[config.mk]
export PLATFORM = sky130hd
export DESIGN_NAME = span_segment_splitter_top
export DESIGN_NICKNAME = d
export VERILOG_FILES = /design/src/rtl/ssplit_pkg.sv /design/src/rtl/span_segment_splitter_top.sv /design/src/rtl/ssplit_alu.sv /design/src/rtl/ssplit_table.sv
export SDC_FILE = /design/constraint.sdc
export NUM_CORES = 2
export LEC_CHECK = 0
export BUFFER_PORTS_ARGS = -buffer_cell sky130_fd_sc_hd__buf_2
export CAP_MARGIN = 20
export CORE_AREA = 5 5 443 620
export DETAILED_ROUTE_END_ITERATION = 12
export DIE_AREA = 0 0 448 625
export GPL_TIMING_DRIVEN = 0
export PLACE_DENSITY_LB_ADDON = 0.3
export SETUP_SLACK_MARGIN = 0.15
export SYNTH_ARGS = -nofsm -noshare
export SYNTH_HDL_FRONTEND = slang
export SYNTH_SLANG_ARGS = --single-unit
[constraint.sdc]
create_clock -name clock -period 15.15 [get_ports clock]
set_input_delay 1.515 -clock clock [delete_from_list [all_inputs] [get_ports clock]]
set_output_delay 1.515 -clock clock [all_outputs]
set_load 0.03 [all_outputs]
[src/rtl/ssplit_pkg.sv]
// Shared types and constants for the span segment splitter.
package ssplit_pkg;

   localparam int REQ_BITS        = 2;
   localparam int ENTRY_SIZE_BITS = 40;
   localparam int OFFSET_BITS     = 44;
   localparam int STATUS_BITS     = 3;
   localparam int INDEX_BITS      = 4;
   localparam int EOFF_BITS       = 40;
   localparam int SEG_BITS        = 41;
   localparam int MAX_RESULTS     = 16;
   localparam int RES_BITS        = $clog2(MAX_RESULTS);

   localparam logic [REQ_BITS-1:0] REQ_CLEAR  = 2'd0;
   localparam logic [REQ_BITS-1:0] REQ_APPEND = 2'd1;
   localparam logic [REQ_BITS-1:0] REQ_SPLIT  = 2'd2;

   localparam logic [STATUS_BITS-1:0] STATUS_SEGMENT    = 3'd0;
   localparam logic [STATUS_BITS-1:0] STATUS_ACK        = 3'd1;
   localparam logic [STATUS_BITS-1:0] STATUS_TABLE_FULL = 3'd2;
   localparam logic [STATUS_BITS-1:0] STATUS_OUT_RANGE  = 3'd3;
   localparam logic [STATUS_BITS-1:0] STATUS_EMPTY      = 3'd4;

   typedef enum logic [3:0] {
      ST_IDLE,
      ST_SPAN_END,
      ST_READ,
      ST_END,
      ST_LOW,
      ST_HIGH,
      ST_TAIL,
      ST_SEG,
      ST_EMIT,
      ST_DONE_UPD,
      ST_POS_UPD
   } state_type;

   typedef struct packed {
      logic borrow;
      logic zero;
   } alu_flags_type;

endpackage

[src/rtl/span_segment_splitter_top.sv]
// Span segment splitter: extent table, sequencer and shared adder.
// Clear, append, empty span and split on an empty table: one item, shown the cycle after
// the accepting edge; busy stays low, so such items may follow every cycle.
// A split finds the span end, then reads each entry and checks its end and bounds up to
// the hit, then forms and emits each segment; busy falls as the last item appears.
// One shared add/subtract unit, one registered table read. Sync reset empties the table.
module span_segment_splitter_top import ssplit_pkg::*; #(
   parameter int MAX_ENTRIES = 16,
   parameter int SIZE_BITS   = 40
) (
   input  logic                       clock,
   input  logic                       reset,
   input  logic                       start,
   output logic                       busy,
   input  logic [REQ_BITS-1:0]        req_type,
   input  logic [ENTRY_SIZE_BITS-1:0] req_entry_size,
   input  logic                       req_entry_included,
   input  logic [OFFSET_BITS-1:0]     req_start_offset,
   input  logic [OFFSET_BITS-1:0]     req_span_length,
   input  logic                       req_is_write,
   output logic                       rsp_valid,
   output logic [STATUS_BITS-1:0]     rsp_status,
   output logic [INDEX_BITS-1:0]      rsp_entry_index,
   output logic [EOFF_BITS-1:0]       rsp_entry_offset,
   output logic [SEG_BITS-1:0]        rsp_seg_length,
   output logic [OFFSET_BITS-1:0]     rsp_buffer_offset,
   output logic                       rsp_seg_included,
   output logic                       rsp_write_dir,
   output logic                       rsp_last
);

   // Datapath width: start offset plus an entry size, with one carry bit.
   localparam int SUM_BITS  = ((SIZE_BITS > OFFSET_BITS) ? SIZE_BITS : OFFSET_BITS) + 1;
   localparam int ADDR_BITS = (MAX_ENTRIES > 1) ? $clog2(MAX_ENTRIES) : 1;
   localparam int CNT_BITS  = $clog2(MAX_ENTRIES + 1);
   localparam int EXT_BITS  = (SIZE_BITS > ENTRY_SIZE_BITS) ? SIZE_BITS : ENTRY_SIZE_BITS;

   // Sequencer and table bookkeeping
   state_type               state_ff, state_in;
   logic [CNT_BITS-1:0]     count_ff, count_in;
   logic [OFFSET_BITS-1:0]  total_ff, total_in;
   logic [CNT_BITS-1:0]     cur_ff, cur_in;
   logic [RES_BITS-1:0]     nres_ff, nres_in;
   logic                    seg_phase_ff, seg_phase_in;

   // Per-request working registers
   logic [OFFSET_BITS-1:0]  s_ff, s_in;
   logic [OFFSET_BITS-1:0]  len_ff, len_in;
   logic                    dir_ff, dir_in;
   logic [SUM_BITS-1:0]     span_end_ff, span_end_in;
   logic [SUM_BITS-1:0]     endx_ff, endx_in;
   logic [SUM_BITS-1:0]     pos_ff, pos_in;
   logic [OFFSET_BITS-1:0]  done_ff, done_in;
   logic [OFFSET_BITS-1:0]  seg_ff, seg_in;
   logic                    lo_ok_ff, lo_ok_in;
   logic                    tail_ff, tail_in;
   logic                    end_eq_ff, end_eq_in;

   // Result registers
   logic                    rsp_valid_ff, rsp_valid_in;
   logic [STATUS_BITS-1:0]  rsp_status_ff, rsp_status_in;
   logic [INDEX_BITS-1:0]   rsp_index_ff, rsp_index_in;
   logic [EOFF_BITS-1:0]    rsp_eoff_ff, rsp_eoff_in;
   logic [SEG_BITS-1:0]     rsp_seg_ff, rsp_seg_in;
   logic [OFFSET_BITS-1:0]  rsp_boff_ff, rsp_boff_in;
   logic                    rsp_inc_ff, rsp_inc_in;
   logic                    rsp_dir_ff, rsp_dir_in;
   logic                    rsp_last_ff, rsp_last_in;

   // Shared unit
   logic [SUM_BITS-1:0]     alu_a, alu_b, alu_res;
   logic                    alu_sub;
   alu_flags_type           alu_flags;

   // Table ports
   logic                    tbl_wr_en;
   logic [OFFSET_BITS-1:0]  tbl_start;
   logic [SIZE_BITS-1:0]    tbl_size;
   logic                    tbl_include;

   logic                    accept;
   logic [EXT_BITS-1:0]     size_ext;
   logic [SIZE_BITS-1:0]    size_trunc;
   logic [CNT_BITS-1:0]     cur_next;
   logic                    table_end;
   logic                    hit;
   logic                    seg_last;

   assign accept     = start && (state_ff == ST_IDLE);
   assign size_ext   = EXT_BITS'(req_entry_size);
   assign size_trunc = size_ext[SIZE_BITS-1:0];
   assign cur_next   = cur_ff + 1'b1;
   assign table_end  = (cur_next >= count_ff);
   assign hit        = (tbl_size != '0) && lo_ok_ff && alu_flags.borrow;
   // Span covered, table exhausted or result budget spent.
   assign seg_last   = !tail_ff || end_eq_ff || table_end ||
                       (nres_ff == RES_BITS'(MAX_RESULTS - 1));

   ssplit_alu #(
      .WIDTH (SUM_BITS)
   ) u_alu (
      .op_a   (alu_a),
      .op_b   (alu_b),
      .sub    (alu_sub),
      .result (alu_res),
      .flags  (alu_flags)
   );

   ssplit_table #(
      .DEPTH     (MAX_ENTRIES),
      .ADDR_BITS (ADDR_BITS),
      .SIZE_BITS (SIZE_BITS)
   ) u_table (
      .clock      (clock),
      .wr_en      (tbl_wr_en),
      .wr_addr    (count_ff[ADDR_BITS-1:0]),
      .wr_start   (total_ff),
      .wr_size    (size_trunc),
      .wr_include (req_entry_included),
      .rd_addr    (cur_ff[ADDR_BITS-1:0]),
      .rd_start   (tbl_start),
      .rd_size    (tbl_size),
      .rd_include (tbl_include)
   );

   // Operand selection for the shared unit
   always_comb begin
      alu_a   = SUM_BITS'(total_ff);
      alu_b   = SUM_BITS'(size_trunc);
      alu_sub = 1'b0;
      case (state_ff)
         ST_IDLE: begin
            alu_a   = SUM_BITS'(total_ff);
            alu_b   = SUM_BITS'(size_trunc);
            alu_sub = 1'b0;
         end
         ST_SPAN_END: begin
            alu_a   = SUM_BITS'(s_ff);
            alu_b   = SUM_BITS'(len_ff);
            alu_sub = 1'b0;
         end
         ST_END: begin
            alu_a   = SUM_BITS'(tbl_start);
            alu_b   = SUM_BITS'(tbl_size);
            alu_sub = 1'b0;
         end
         ST_LOW: begin
            alu_a   = SUM_BITS'(s_ff);
            alu_b   = SUM_BITS'(tbl_start);
            alu_sub = 1'b1;
         end
         ST_HIGH: begin
            alu_a   = SUM_BITS'(s_ff);
            alu_b   = endx_ff;
            alu_sub = 1'b1;
         end
         ST_TAIL: begin
            alu_a   = span_end_ff;
            alu_b   = endx_ff;
            alu_sub = 1'b1;
         end
         ST_SEG: begin
            alu_sub = 1'b1;
            if (tail_ff) begin
               alu_a = endx_ff;
               alu_b = pos_ff;
            end else begin
               alu_a = SUM_BITS'(len_ff);
               alu_b = SUM_BITS'(done_ff);
            end
         end
         ST_EMIT: begin
            alu_a   = pos_ff;
            alu_b   = SUM_BITS'(tbl_start);
            alu_sub = 1'b1;
         end
         ST_DONE_UPD: begin
            alu_a   = SUM_BITS'(done_ff);
            alu_b   = SUM_BITS'(seg_ff);
            alu_sub = 1'b0;
         end
         ST_POS_UPD: begin
            alu_a   = pos_ff;
            alu_b   = SUM_BITS'(seg_ff);
            alu_sub = 1'b0;
         end
         default: begin
            alu_a   = SUM_BITS'(total_ff);
            alu_b   = SUM_BITS'(size_trunc);
            alu_sub = 1'b0;
         end
      endcase
   end

   // Sequencer
   always_comb begin
      state_in      = state_ff;
      count_in      = count_ff;
      total_in      = total_ff;
      cur_in        = cur_ff;
      nres_in       = nres_ff;
      seg_phase_in  = seg_phase_ff;
      s_in          = s_ff;
      len_in        = len_ff;
      dir_in        = dir_ff;
      span_end_in   = span_end_ff;
      endx_in       = endx_ff;
      pos_in        = pos_ff;
      done_in       = done_ff;
      seg_in        = seg_ff;
      lo_ok_in      = lo_ok_ff;
      tail_in       = tail_ff;
      end_eq_in     = end_eq_ff;
      tbl_wr_en     = 1'b0;

      rsp_valid_in  = 1'b0;
      rsp_status_in = rsp_status_ff;
      rsp_index_in  = rsp_index_ff;
      rsp_eoff_in   = rsp_eoff_ff;
      rsp_seg_in    = rsp_seg_ff;
      rsp_boff_in   = rsp_boff_ff;
      rsp_inc_in    = rsp_inc_ff;
      rsp_dir_in    = rsp_dir_ff;
      rsp_last_in   = rsp_last_ff;

      case (state_ff)
         ST_IDLE: begin
            if (accept) begin
               // Single-item answers; fields not used by them read zero.
               rsp_valid_in  = 1'b1;
               rsp_status_in = STATUS_ACK;
               rsp_index_in  = '0;
               rsp_eoff_in   = '0;
               rsp_seg_in    = '0;
               rsp_boff_in   = '0;
               rsp_inc_in    = 1'b0;
               rsp_dir_in    = 1'b0;
               rsp_last_in   = 1'b1;
               case (req_type)
                  REQ_APPEND: begin
                     if (count_ff >= CNT_BITS'(MAX_ENTRIES)) begin
                        rsp_status_in = STATUS_TABLE_FULL;
                     end else begin
                        tbl_wr_en = 1'b1;
                        count_in  = count_ff + 1'b1;
                        total_in  = alu_res[OFFSET_BITS-1:0];
                     end
                  end
                  REQ_SPLIT: begin
                     rsp_dir_in = req_is_write;
                     if (req_span_length == '0) begin
                        rsp_status_in = STATUS_EMPTY;
                     end else if (count_ff == '0) begin
                        rsp_status_in = STATUS_OUT_RANGE;
                     end else begin
                        rsp_valid_in = 1'b0;
                        s_in         = req_start_offset;
                        len_in       = req_span_length;
                        dir_in       = req_is_write;
                        pos_in       = SUM_BITS'(req_start_offset);
                        done_in      = '0;
                        cur_in       = '0;
                        nres_in      = '0;
                        seg_phase_in = 1'b0;
                        state_in     = ST_SPAN_END;
                     end
                  end
                  default: begin
                     count_in = '0;
                     total_in = '0;
                  end
               endcase
            end
         end
         ST_SPAN_END: begin
            span_end_in = alu_res;
            state_in    = ST_READ;
         end
         ST_READ: begin
            // table read for cur is registered at the end of this state; the data is valid in ST_END
            state_in = ST_END;
         end
         ST_END: begin
            endx_in  = alu_res;
            state_in = seg_phase_ff ? ST_TAIL : ST_LOW;
         end
         ST_LOW: begin
            lo_ok_in = !alu_flags.borrow;
            state_in = ST_HIGH;
         end
         ST_HIGH: begin
            if (hit) begin
               seg_phase_in = 1'b1;
               state_in     = ST_TAIL;
            end else if (table_end) begin
               rsp_valid_in  = 1'b1;
               rsp_status_in = STATUS_OUT_RANGE;
               rsp_index_in  = '0;
               rsp_eoff_in   = '0;
               rsp_seg_in    = '0;
               rsp_boff_in   = '0;
               rsp_inc_in    = 1'b0;
               rsp_dir_in    = dir_ff;
               rsp_last_in   = 1'b1;
               state_in      = ST_IDLE;
            end else begin
               cur_in   = cur_next;
               state_in = ST_READ;
            end
         end
         ST_TAIL: begin
            // span reaches the entry end; equal ends mean this segment closes it
            tail_in   = !alu_flags.borrow;
            end_eq_in = alu_flags.zero;
            state_in  = ST_SEG;
         end
         ST_SEG: begin
            if (tail_ff && (alu_flags.borrow || alu_flags.zero)) begin
               seg_in = '0;
            end else begin
               seg_in = alu_res[OFFSET_BITS-1:0];
            end
            state_in = ST_EMIT;
         end
         ST_EMIT: begin
            rsp_valid_in  = 1'b1;
            rsp_status_in = STATUS_SEGMENT;
            rsp_index_in  = INDEX_BITS'(cur_ff);
            rsp_eoff_in   = alu_res[EOFF_BITS-1:0];
            rsp_seg_in    = seg_ff[SEG_BITS-1:0];
            rsp_boff_in   = done_ff;
            rsp_inc_in    = tbl_include;
            rsp_dir_in    = dir_ff;
            rsp_last_in   = seg_last;
            nres_in       = nres_ff + 1'b1;
            state_in      = seg_last ? ST_IDLE : ST_DONE_UPD;
         end
         ST_DONE_UPD: begin
            done_in  = alu_res[OFFSET_BITS-1:0];
            state_in = ST_POS_UPD;
         end
         ST_POS_UPD: begin
            pos_in   = alu_res;
            cur_in   = cur_next;
            state_in = ST_READ;
         end
         default: begin
            state_in = ST_IDLE;
         end
      endcase
   end

   always_ff @(posedge clock) begin
      if (reset) begin
         state_ff     <= ST_IDLE;
         count_ff     <= '0;
         total_ff     <= '0;
         rsp_valid_ff <= 1'b0;
      end else begin
         state_ff     <= state_in;
         count_ff     <= count_in;
         total_ff     <= total_in;
         rsp_valid_ff <= rsp_valid_in;
      end
   end

   always_ff @(posedge clock) begin
      cur_ff        <= cur_in;
      nres_ff       <= nres_in;
      seg_phase_ff  <= seg_phase_in;
      s_ff          <= s_in;
      len_ff        <= len_in;
      dir_ff        <= dir_in;
      span_end_ff   <= span_end_in;
      endx_ff       <= endx_in;
      pos_ff        <= pos_in;
      done_ff       <= done_in;
      seg_ff        <= seg_in;
      lo_ok_ff      <= lo_ok_in;
      tail_ff       <= tail_in;
      end_eq_ff     <= end_eq_in;
      rsp_status_ff <= rsp_status_in;
      rsp_index_ff  <= rsp_index_in;
      rsp_eoff_ff   <= rsp_eoff_in;
      rsp_seg_ff    <= rsp_seg_in;
      rsp_boff_ff   <= rsp_boff_in;
      rsp_inc_ff    <= rsp_inc_in;
      rsp_dir_ff    <= rsp_dir_in;
      rsp_last_ff   <= rsp_last_in;
   end

   assign busy              = (state_ff != ST_IDLE);
   assign rsp_valid         = rsp_valid_ff;
   assign rsp_status        = rsp_status_ff;
   assign rsp_entry_index   = rsp_index_ff;
   assign rsp_entry_offset  = rsp_eoff_ff;
   assign rsp_seg_length    = rsp_seg_ff;
   assign rsp_buffer_offset = rsp_boff_ff;
   assign rsp_seg_included  = rsp_inc_ff;
   assign rsp_write_dir     = rsp_dir_ff;
   assign rsp_last          = rsp_last_ff;

   // Final item of a request coincides with the sequencer being free again.
   assert property (@(posedge clock) disable iff (reset)
      rsp_valid && rsp_last |-> !busy)
      else $error("last item shown while sequencer still busy");

   // A non-final item only comes from a split still in progress.
   assert property (@(posedge clock) disable iff (reset)
      rsp_valid && !rsp_last |-> busy)
      else $error("non-final item with sequencer idle");

   // Entry count never passes the table depth.
   assert property (@(posedge clock) disable iff (reset)
      count_ff <= CNT_BITS'(MAX_ENTRIES))
      else $error("entry count beyond table depth");

   // A split with a nonempty span over a nonempty table starts the walk.
   assert property (@(posedge clock) disable iff (reset)
      accept && (req_type == REQ_SPLIT) && (req_span_length != '0) &&
      (count_ff != '0) |=> busy && !rsp_valid)
      else $error("split did not start the table walk");

endmodule

[src/rtl/ssplit_alu.sv]
// Shared add/subtract unit with borrow and zero flags.
module ssplit_alu import ssplit_pkg::*; #(
   parameter int WIDTH = 49
) (
   input  logic [WIDTH-1:0] op_a,
   input  logic [WIDTH-1:0] op_b,
   input  logic             sub,
   output logic [WIDTH-1:0] result,
   output alu_flags_type    flags
);

   logic [WIDTH:0] full;

   always_comb begin
      if (sub) begin
         full = {1'b0, op_a} - {1'b0, op_b};
      end else begin
         full = {1'b0, op_a} + {1'b0, op_b};
      end
   end

   assign result       = full[WIDTH-1:0];
   assign flags.borrow = sub & full[WIDTH];
   assign flags.zero   = (full[WIDTH-1:0] == '0);

endmodule

[src/rtl/ssplit_table.sv]
// Extent table memory: one write port, one registered read port.
module ssplit_table import ssplit_pkg::*; #(
   parameter int DEPTH     = 16,
   parameter int ADDR_BITS = 4,
   parameter int SIZE_BITS = 40
) (
   input  logic                   clock,
   input  logic                   wr_en,
   input  logic [ADDR_BITS-1:0]   wr_addr,
   input  logic [OFFSET_BITS-1:0] wr_start,
   input  logic [SIZE_BITS-1:0]   wr_size,
   input  logic                   wr_include,
   input  logic [ADDR_BITS-1:0]   rd_addr,
   output logic [OFFSET_BITS-1:0] rd_start,
   output logic [SIZE_BITS-1:0]   rd_size,
   output logic                   rd_include
);

   logic [OFFSET_BITS-1:0] start_mem [DEPTH];
   logic [SIZE_BITS-1:0]   size_mem [DEPTH];
   logic                   include_mem [DEPTH];

   logic [OFFSET_BITS-1:0] rd_start_ff;
   logic [SIZE_BITS-1:0]   rd_size_ff;
   logic                   rd_include_ff;

   always_ff @(posedge clock) begin
      if (wr_en) begin
         start_mem[wr_addr]   <= wr_start;
         size_mem[wr_addr]    <= wr_size;
         include_mem[wr_addr] <= wr_include;
      end
   end

   always_ff @(posedge clock) begin
      rd_start_ff   <= start_mem[rd_addr];
      rd_size_ff    <= size_mem[rd_addr];
      rd_include_ff <= include_mem[rd_addr];
   end

   assign rd_start   = rd_start_ff;
   assign rd_size    = rd_size_ff;
   assign rd_include = rd_include_ff;

endmodule
==> results.yml <==
timing:
  period_minus_slack_ns: 10.51
  hold_viol: 0
  max_slew_margin: 0.120
  finalSetupViolCount: 0
  fmaxAchievable_ghz: 0.0952
  tightest_slew_ns: 1.32
  final_max_slew_viol_count: 0
  rsz0062_at_grt: "false"
  fin_crit_sh: 0.694
  finalClockSkew_ns: 0.0565
clock_network:
  cts_sinks: 1959
  cts_setup_buffers: 0
  path_clk_slew_ns: 0.07
  cts_htree_levels: 4
  post_cts_resized: 0
  insertion_delay_ns: 0.86
  cts_made_buffers: 190
  cts_tree: "built"
  clockBufferDepth: 4
  cts_root_buffer: "clkbuf_16"
  cts_hold_buf: 0
routing:
  route.vias.total: 47900
  drt_iter0_markers: 5131
  routedWlPerCell_um: 34.4
  first_pass_iters: 8
  wirelength_um: 305000
  vias_per_cell: 5.40
  drc_errors: 0
  ant_nets: 0
critical_path:
  crit_family: "simple AND/OR/NAND/NOR gates"
  cp-start-kind: "flip-flop"
  crit_type: "flip-flop to flip-flop"
  crit_buf_inv: 3
  slowest_stage: "xor2_2"
  cp.arrival_ns: 11.18
  required_ns: 15.82
  path_max_fanout: 10
  path_cells: "buf_4 > buf_2 > nor2_1 > a2bb2oi_1 > clkbuf_1 > o22a_1 > nor2_1 > and4_1 > and2b_1 > nand3_1 > o31ai_1 > xor2_1 > ha_1 > nand2_1 > o21ai_0 > a21oi_1 > a21boi_2 > xor2_2 > nand4b_1 > or4_1 > or4_1 > nor3_2"
  endpoint_kind: "flip-flop"
  critPathMaxStageDelay_ns: 0.79
pwr:
  peakVddDrop_uv: 81.8
  powerDensity_nw_per_um2: 116
  static-leakage-power_nw: 31.5
  total_power_mw: 11.0
status:
  status: "finished, final reports clean"
synthesis:
  synth-xor-area-share: 0.0105
  synth_cell_type_count: 99
  synth-compound-area-share: 0.0563
  syn-num-nets: 4735
  yosys.area_share.simple: 0.0516
  synthFlopType: "edfxtp_1"
  ys_ff_latch: 1959
  syn_inst: 4540
  syn_area_per_cell_um2: 17.6
  yosysWarnings: 0
  async_flop_share: 0
  synth_top_family_by_area: "multiplexers"
  seq_area_frac_synth: 0.717
  netlist_area_um2: 80100
  synthMuxAreaShare: 0.137
  synthAdderAreaFrac: 0.00947
  synth-edff-count: 1820
grt:
  grt_pass1_wl_um: 410000
  antenna_found_initial: 55
  grt_pass1_vias: 48500
  grt_overflow: 0
  track_usage: 0.213
  grt_max_degree: 57
cells_and_area:
  nNetsFinal: 5392
  area_growth_pct: 18.9
  final_cell_area_um2: 95200
  fillCellCount: 25200
  seqCellArea_um2: 57400
  drive_gt1_frac: 0.242
  multi_input_area_um2: 21400
run:
  cap_violations: 0
floorplan:
  dieArea_um2: 280000
  start_util: 0.299
  dieWidth_um: 448
  rows: 225
  ioPinCount: 272
  die_h_um: 625
  core_area_um2: 268000
placement:
  placed_area_um2: 89100
  dp_hpwl_um: 236000
  port_buffers: 270
  gp_congestion: 1.03
hold_path:
  hold_path.class: "flip-flop to flip-flop"
[logic make-up (layout without fill, tap and decap cells)]
logic type	after synthesis	in the layout
adder cells (fa/ha/maj)	60	60
AO/OA/AOI/OAI	661	661
buffers and inverters	347	1154
XOR/XNOR	88	88
flip-flops	1959	1959
multiplexers	566	566
AND/OR/NAND/NOR	859	859
other	0	15
[sequential cells by signal, indices dropped and copies added (netlist names), 45 cells and up]
| name | count |
|---|---|
| u_table.start_mem | 704 |
| endx_ff | 45 |
| u_table.size_mem | 640 |
| span_end_ff | 45 |
| pos_ff | 45 |
[cell type report]
cell class,count,area share
timing repair buffer,465,0.0473
antenna,15,0.000394
inverter,77,0.00309
multi-input combinational,2234,0.225
buffer,270,0.0119
clock buffer,262,0.0549
tap,3518,0.0462
clock inverter,80,0.00762
sequential,1959,0.603
[worst reg2reg max path, cell delays in order, from the launching register on]
cell	delay [ns]
dfxtp_1	0.32
buf_4	0.19
buf_2	0.22
nor2_1	0.78
a2bb2oi_1	0.54
clkbuf_1	0.65
o22a_1	0.55
nor2_1	0.30
and4_1	0.39
and2b_1	0.56
nand3_1	0.48
o31ai_1	0.40
xor2_1	0.25
ha_1	0.34
nand2_1	0.27
o21ai_0	0.16
a21oi_1	0.64
a21boi_2	0.43
xor2_2	0.79
nand4b_1	0.47
or4_1	0.79
or4_1	0.63
nor3_2	0.19
[worst paths after layout]
check,cells after the start,slack [ns],startpoint,endpoint
hold reg to reg,2,0.53,count_ff[1],count_ff[1]
setup reg to reg,22,4.64,state_ff[2],end_eq_ff
hold / removal,2,0.53,count_ff[1],count_ff[1]
setup / recovery,22,4.64,state_ff[2],end_eq_ff
[cells in the final DEF, fill, tap and decap left out, drive strengths merged, types with 128 or more instances in the layout]
| cell | instances |
|---|---|
| edfxtp | 1820 |
| buf | 530 |
| clkbuf | 467 |
| mux4 | 425 |
| nor2 | 270 |
| nand2 | 240 |
| o21ai | 142 |
| dfxtp | 139 |
| mux2i | 133 |
| a21oi | 128 |
[where the power goes]
part / leakage (nW) / switching, mW / total (mW) / internal, mW
sequential: 17.7 / 0.0335 / 5.96 / 5.93
clock: 2.90 / 2.08 / 4.66 / 2.58
combinational: 10.8 / 0.316 / 0.422 / 0.105
[layer usage]
layer,track usage,share of wire
met1,0.253,0.37
met5,0,0.00065
met2,0.365,0.49
met3,0.0354,0.070
met4,0.121,0.069
[per-stage QoR]
stage	setup WS [ns]	utilization	hold WS (ns)	std cells	setup TNS [ns]
floorplan	3.43	-	0.477	4540	0
global route	4.80	0.355	0.571	8866	0
detailed placement	4.95	0.332	0.508	8514	0
finish	4.64	0.355	0.529	8880	0
global placement	-3.10	0.320	0.497	8328	-1402.44
CTS	4.91	0.355	0.517	8856	0
[cell usage after synthesis (11+ instances only)]
| master | instances | area, um^2 |
|---|---|---|
| nand3b_1 | 11 | 82.6 |
| a22oi_1 | 116 | 871 |
| a211oi_1 | 28 | 210 |
| inv_1 | 67 | 251 |
| nor4_1 | 26 | 163 |
| o21ai_0 | 137 | 686 |
| o22ai_1 | 27 | 169 |
| nand4_1 | 36 | 225 |
| nor2b_1 | 14 | 87.6 |
| a21o_1 | 21 | 158 |
| mux4_2 | 425 | 9570 |
| buf_1 | 36 | 135 |
| nand2_1 | 240 | 901 |
| o2bb2ai_1 | 16 | 140 |
| and3_1 | 98 | 613 |
| a21oi_1 | 127 | 636 |
| ha_1 | 59 | 738 |
| nor2_1 | 268 | 1010 |
| mux2i_1 | 133 | 1330 |
| xnor2_1 | 44 | 385 |
| edfxtp_1 | 1820 | 54700 |
| nor3_1 | 27 | 135 |
| buf_2 | 12 | 60.1 |
| dfxtp_1 | 139 | 2780 |
| nand3_1 | 71 | 355 |
| xor2_1 | 35 | 307 |
| a31oi_1 | 16 | 100 |
| o31ai_1 | 12 | 90.1 |
| a221oi_1 | 60 | 526 |
| clkbuf_1 | 205 | 769 |
No activity file was read; power rests on OpenSTA's default activity.
